### config.mk
export PLATFORM = sky130hd
export DESIGN_NAME = lvr_isqrt
export DESIGN_NICKNAME = d
export VERILOG_FILES = /design/src/sv/lvr_pkg.sv /design/src/sv/lvr_isqrt.sv
export SDC_FILE = /design/constraint.sdc
export NUM_CORES = 2
export LEC_CHECK = 0
export BUFFER_PORTS_ARGS = -buffer_cell sky130_fd_sc_hd__clkbuf_2
export CORE_ASPECT_RATIO = 0.9
export CORE_MARGIN = 2
export CORE_UTILIZATION = 41
export CTS_CLUSTER_SIZE = 14
export DETAILED_ROUTE_END_ITERATION = 10
export PLACE_DENSITY = 0.58
export SYNTH_ARGS = -nofsm -noshare
export SYNTH_HDL_FRONTEND = slang
export SYNTH_SLANG_ARGS = --single-unit
### constraint.sdc
create_clock -name clk_i -period 6.85 [get_ports clk_i]
set_input_delay 1.37 -clock clk_i [delete_from_list [all_inputs] [get_ports clk_i]]
set_output_delay 1.37 -clock clk_i [all_outputs]
set_load 0.01 [all_outputs]
### src/sv/lvr_pkg.sv
package lvr_pkg;

  localparam int CoordW    = 32;
  localparam int AngW      = 16;
  localparam int CfgW      = 16;
  localparam int DiffW     = 34;
  localparam int CordW     = 34;
  localparam int CordSteps = 30;
  localparam int CordicLat = CordSteps + 1;
  localparam int SqrtLat   = 32;
  localparam int HW        = 40;
  localparam int NumW      = 80;
  localparam int QuoW      = 44;
  localparam int DivLat    = QuoW;

  localparam logic signed [CordW-1:0] Q30Pi     = 34'sd3373259426;
  localparam logic signed [CordW-1:0] Q30HalfPi = 34'sd1686629713;
  localparam logic signed [CordW-1:0] CordGain  = 34'sd652032874;
  localparam logic [QuoW-1:0]         QuoCap    = 44'h100_0000_0000;

  localparam logic [31:0] AtanQ30 [CordSteps] = '{
    32'h3243F6A8, 32'h1DAC6705, 32'h0FADBAFC, 32'h07F56EA6, 32'h03FEAB76, 32'h01FFD55B,
    32'h00FFFAAA, 32'h007FFF55, 32'h003FFFEA, 32'h001FFFFD, 32'h000FFFFF, 32'h0007FFFF,
    32'h0003FFFF, 32'h0001FFFF, 32'h0000FFFF, 32'h00007FFF, 32'h00003FFF, 32'h00001FFF,
    32'h00000FFF, 32'h000007FF, 32'h000003FF, 32'h000001FF, 32'h000000FF, 32'h0000007F,
    32'h0000003F, 32'h0000001F, 32'h0000000F, 32'h00000008, 32'h00000004, 32'h00000002
  };

  typedef enum logic {
    REG_ENABLE = 1'b0,
    REG_MIN_H  = 1'b1
  } cfg_reg_e;

  typedef struct packed {
    logic signed [CoordW-1:0] x;
    logic signed [CoordW-1:0] y;
    logic signed [CoordW-1:0] z;
    logic                     chg;
  } res_t;

endpackage

### src/sv/lvr_isqrt.sv
module lvr_isqrt import lvr_pkg::*; (
  input  logic                   clk_i,
  input  logic                   en_i,
  input  logic [2*SqrtLat-1:0]   rad_i,
  output logic [SqrtLat-1:0]     root_o
);

  localparam int W = 2 * SqrtLat;

  logic [W-1:0] n_q [SqrtLat];
  logic [W-1:0] r_q [SqrtLat];

  // One result bit per stage, from the top bit pair down.
  for (genvar k = 0; k < SqrtLat; k++) begin : g_bit
    localparam logic [W-1:0] Bit = W'(1) << (2 * (SqrtLat - 1 - k));
    logic [W-1:0] nin, rin, tr;

    if (k == 0) begin : g_first
      assign nin = rad_i;
      assign rin = '0;
    end else begin : g_rest
      assign nin = n_q[k-1];
      assign rin = r_q[k-1];
    end

    assign tr = rin + Bit;

    always_ff @(posedge clk_i) begin
      if (en_i) begin
        if (nin >= tr) begin
          n_q[k] <= nin - tr;
          r_q[k] <= (rin >> 1) + Bit;
        end else begin
          n_q[k] <= nin;
          r_q[k] <= rin >> 1;
        end
      end
    end
  end

  assign root_o = r_q[SqrtLat-1][SqrtLat-1:0];

endmodule

==> out/results.tsv <==
metric	value	unit
fin crit period	4.73	ns
Iteration-0 DRC Markers	8159	
delay-heaviest family, CP	simple AND/OR/NAND/NOR gates	
Max clock buf depth	4	
CTS buffer count	284	
die width	579	um
area grow syn2layout	12.1	%
Hold Path Class	reg -> reg	
pwr dens	339	nW/um^2
CP bufs+invs	0	
syn_area_per_cell	12.3	um^2
register clock-pin slew on the reported worst setup and hold paths	0.06	ns
vias in the first global route	76242	
via/cell ratio	5.59	
Routed WL per cell	22.9	um
placer congestion estimate	0.945	
clock tree from TritonCTS	built	
worst vdd ir	0.000215	V
Post-DP HPWL	250000	um
post-synthesis register bit count	2512	
skew final	0.0925	ns
GR Overflow Total	0	
Pwr Total	46.4	mW
Ys Warns	0	
Async SR Flop Fraction	0	
Syn Inst Count	9960	
Root Driver	clkbuf_16	
most frequent cells in the layout	edfxtp_1 (2512), nand2_1 (809), inv_1 (678), o21ai_0 (601), ha_1 (558)	
GRT Total Usage	0.214	
die area	302000	um^2
CTS sink count	2512	
CP Cell Sequence	or3_1, or4_1, or4b_2, a211oi_1, a31oi_1, o211ai_1, nor2_1, xor2_1	
CTS H-tree lvls	5	
Critical Setup Path Class	reg -> reg	
Post-synth EDFFs	2512	
headroom to the max-slew limit	0.0975	
TNS Setup	0	ns
Slowest cell on crit path	or4b_2	
Worst Setup End Kind	flop	
register area	75400	um^2
Final setup viols	0	
vias	80245	
first-pass GRT wire length	491000	um
Fmax	211	MHz
critical path fanouts, max	6	
Die H	522	um
Setup crit start kind	flop	
Required @ worst endpoint	7.48	ns
final net count	10810	
RSZ-0062 raised after global routing	no	
fin. max-slew vios	0	
WP data arrival	5.36	ns
Site Rows	190	
core area	297000	um^2
Final ANT Viol Nets	0	
actual slew at the worst max-slew pin	1.35	ns
hold-fix buffers at CTS	0	
static leakage	50.3	nW
pin count of the biggest net entering global routing	182	
Residual DRC	0	
DR pass1 iterations	7	
layout cell share with drive strength beyond 1	0.0716	
Setup Fix Bufs, Post-CTS	0	
top_reg_cell synth	edfxtp_1	
most common cell after layout, fill and taps aside	edfxtp_1	
Final Routed Wirelength	328000	um
CP peak stage delay	0.82	ns
status	complete, no violations	
# IOs	98	
fill cell count	26724	
Resized Gates After CTS	0	
Seq/Total Area, Yosys	0.618	
area occupied by multi-input gates	43400	um^2
Hold Fails Final Rpt	0	
starting density of the core	0.411	
maxcap violations	0	
cell count of the worst reg-to-reg path	8	
worst skew pair latency	0.93	ns
hold depth	0	
I/O Buffers	97	
Levels on crit path	8	
Mapped Nets	10584	
Yosys cell types	86	
Mapped Area	122000	um^2
initial antenna violation count	10	
Final Cycle Share	0.690	
-- cells in the mapped netlist, types with 22 or more instances --
library cell  count  area share
edfxtp_1       2512        0.62
nand2_1         809       0.025
inv_1           679       0.021
o21ai_0         601       0.025
ha_1            558       0.057
nor2_1          553       0.017
a21oi_1         509       0.021
xor2_1          457       0.033
xnor2_1         436       0.031
nor4_1          388       0.020
nor3_1          293       0.012
a21o_1          212       0.013
clkbuf_1        198      0.0061
nand4_1         195       0.010
nand3_1         180      0.0074
nand2b_1        117      0.0060
or3_1           102      0.0052
or4_1            99      0.0061
o21a_1           90      0.0055
nor2b_1          70      0.0036
a31oi_1          56      0.0029
a211oi_1         54      0.0033
or2_2            53      0.0027
nor4b_1          52      0.0037
and3_1           50      0.0026
o211ai_1         47      0.0029
o21bai_1         45      0.0028
mux2_2           43      0.0040
nand3b_1         40      0.0025
and2_1           38      0.0019
o31ai_1          38      0.0023
nand4b_1         30      0.0022
nor3b_1          24      0.0015
and4_1           23      0.0016
a2111oi_0        22      0.0016
-- layer usage --
| metal | up-vias | share of wire | track usage |
|---|---|---|---|
| li1 | 37872 | - | - |
| met1 | 39334 | 0.48 | 0.330 |
| met3 | 378 | 0.073 | 0.0388 |
| met4 | 2 | 0.019 | 0.0436 |
| met2 | 2659 | 0.43 | 0.314 |
| met5 | - | 0.000040 | 0 |
-- through the flow --
step                      hold slack (ns)  cells  setup slack, ns  cell area (um^2)   util
final                               0.411  14350             2.12            137000  0.461
after global routing                0.429  14349             1.87            137000  0.461
after CTS                           0.405  14347             2.27            137000  0.461
after detailed placement            0.427  13835             1.84            128000  0.429
after global placement              0.423  13834             1.98            128000  0.429
after floorplan                     0.417   9960             1.69            122000      -
-- sequential cells by signal (all words and copies together), names as in the netlist --
register	count
r_q	528
n_q	1984
-- path summary, 6_finish.rpt --
| kind | slack, ns | to | startpoint |
|---|---|---|---|
| max | 2.12 | n_q[1][633] | n_q[1][554] |
| min | 0.41 | r_q[1][675] | r_q[1][612] |
| max reg2reg | 2.12 | n_q[1][633] | n_q[1][554] |
| min reg2reg | 0.41 | r_q[1][675] | r_q[1][612] |
-- area by class of cell --
cell class,instances,share of cell area
tap,3936,0.0360
clock buffer,339,0.0543
timing repair buffer,175,0.00892
sequential,2512,0.551
multi-input combinational,6534,0.317
inverter,679,0.0186
clock inverter,173,0.0143
antenna,2,0.0000366
-- where the power goes --
group          internal [mW]  switching, mW
logic                   3.74           6.02
registers               19.5           1.75
clock network           8.98           6.41
total                   32.2           14.2
-- logic make-up (layout without fill, tap and decap cells) --
group / Yosys count / after routing / share of synthesized area
other cells: 0 / 2 / 0
buf+inv: 914 / 1366 / 0.0284
simple gates: 3163 / 3163 / 0.134
flops: 2512 / 2512 / 0.618
mux: 53 / 53 / 0.00478
compound gates: 1867 / 1867 / 0.0937
fa+ha+maj: 558 / 558 / 0.0572
xor+xnor: 893 / 893 / 0.0640
-- worst reg2reg max path, cell delays in order (launching register included) --
cell	delay [ns]
edfxtp_1	0.48
or3_1	0.43
or4_1	0.67
or4b_2	0.82
a211oi_1	0.75
a31oi_1	0.48
o211ai_1	0.47
nor2_1	0.14
xor2_1	0.19
Note: power is estimated with default switching activity, not from simulation.
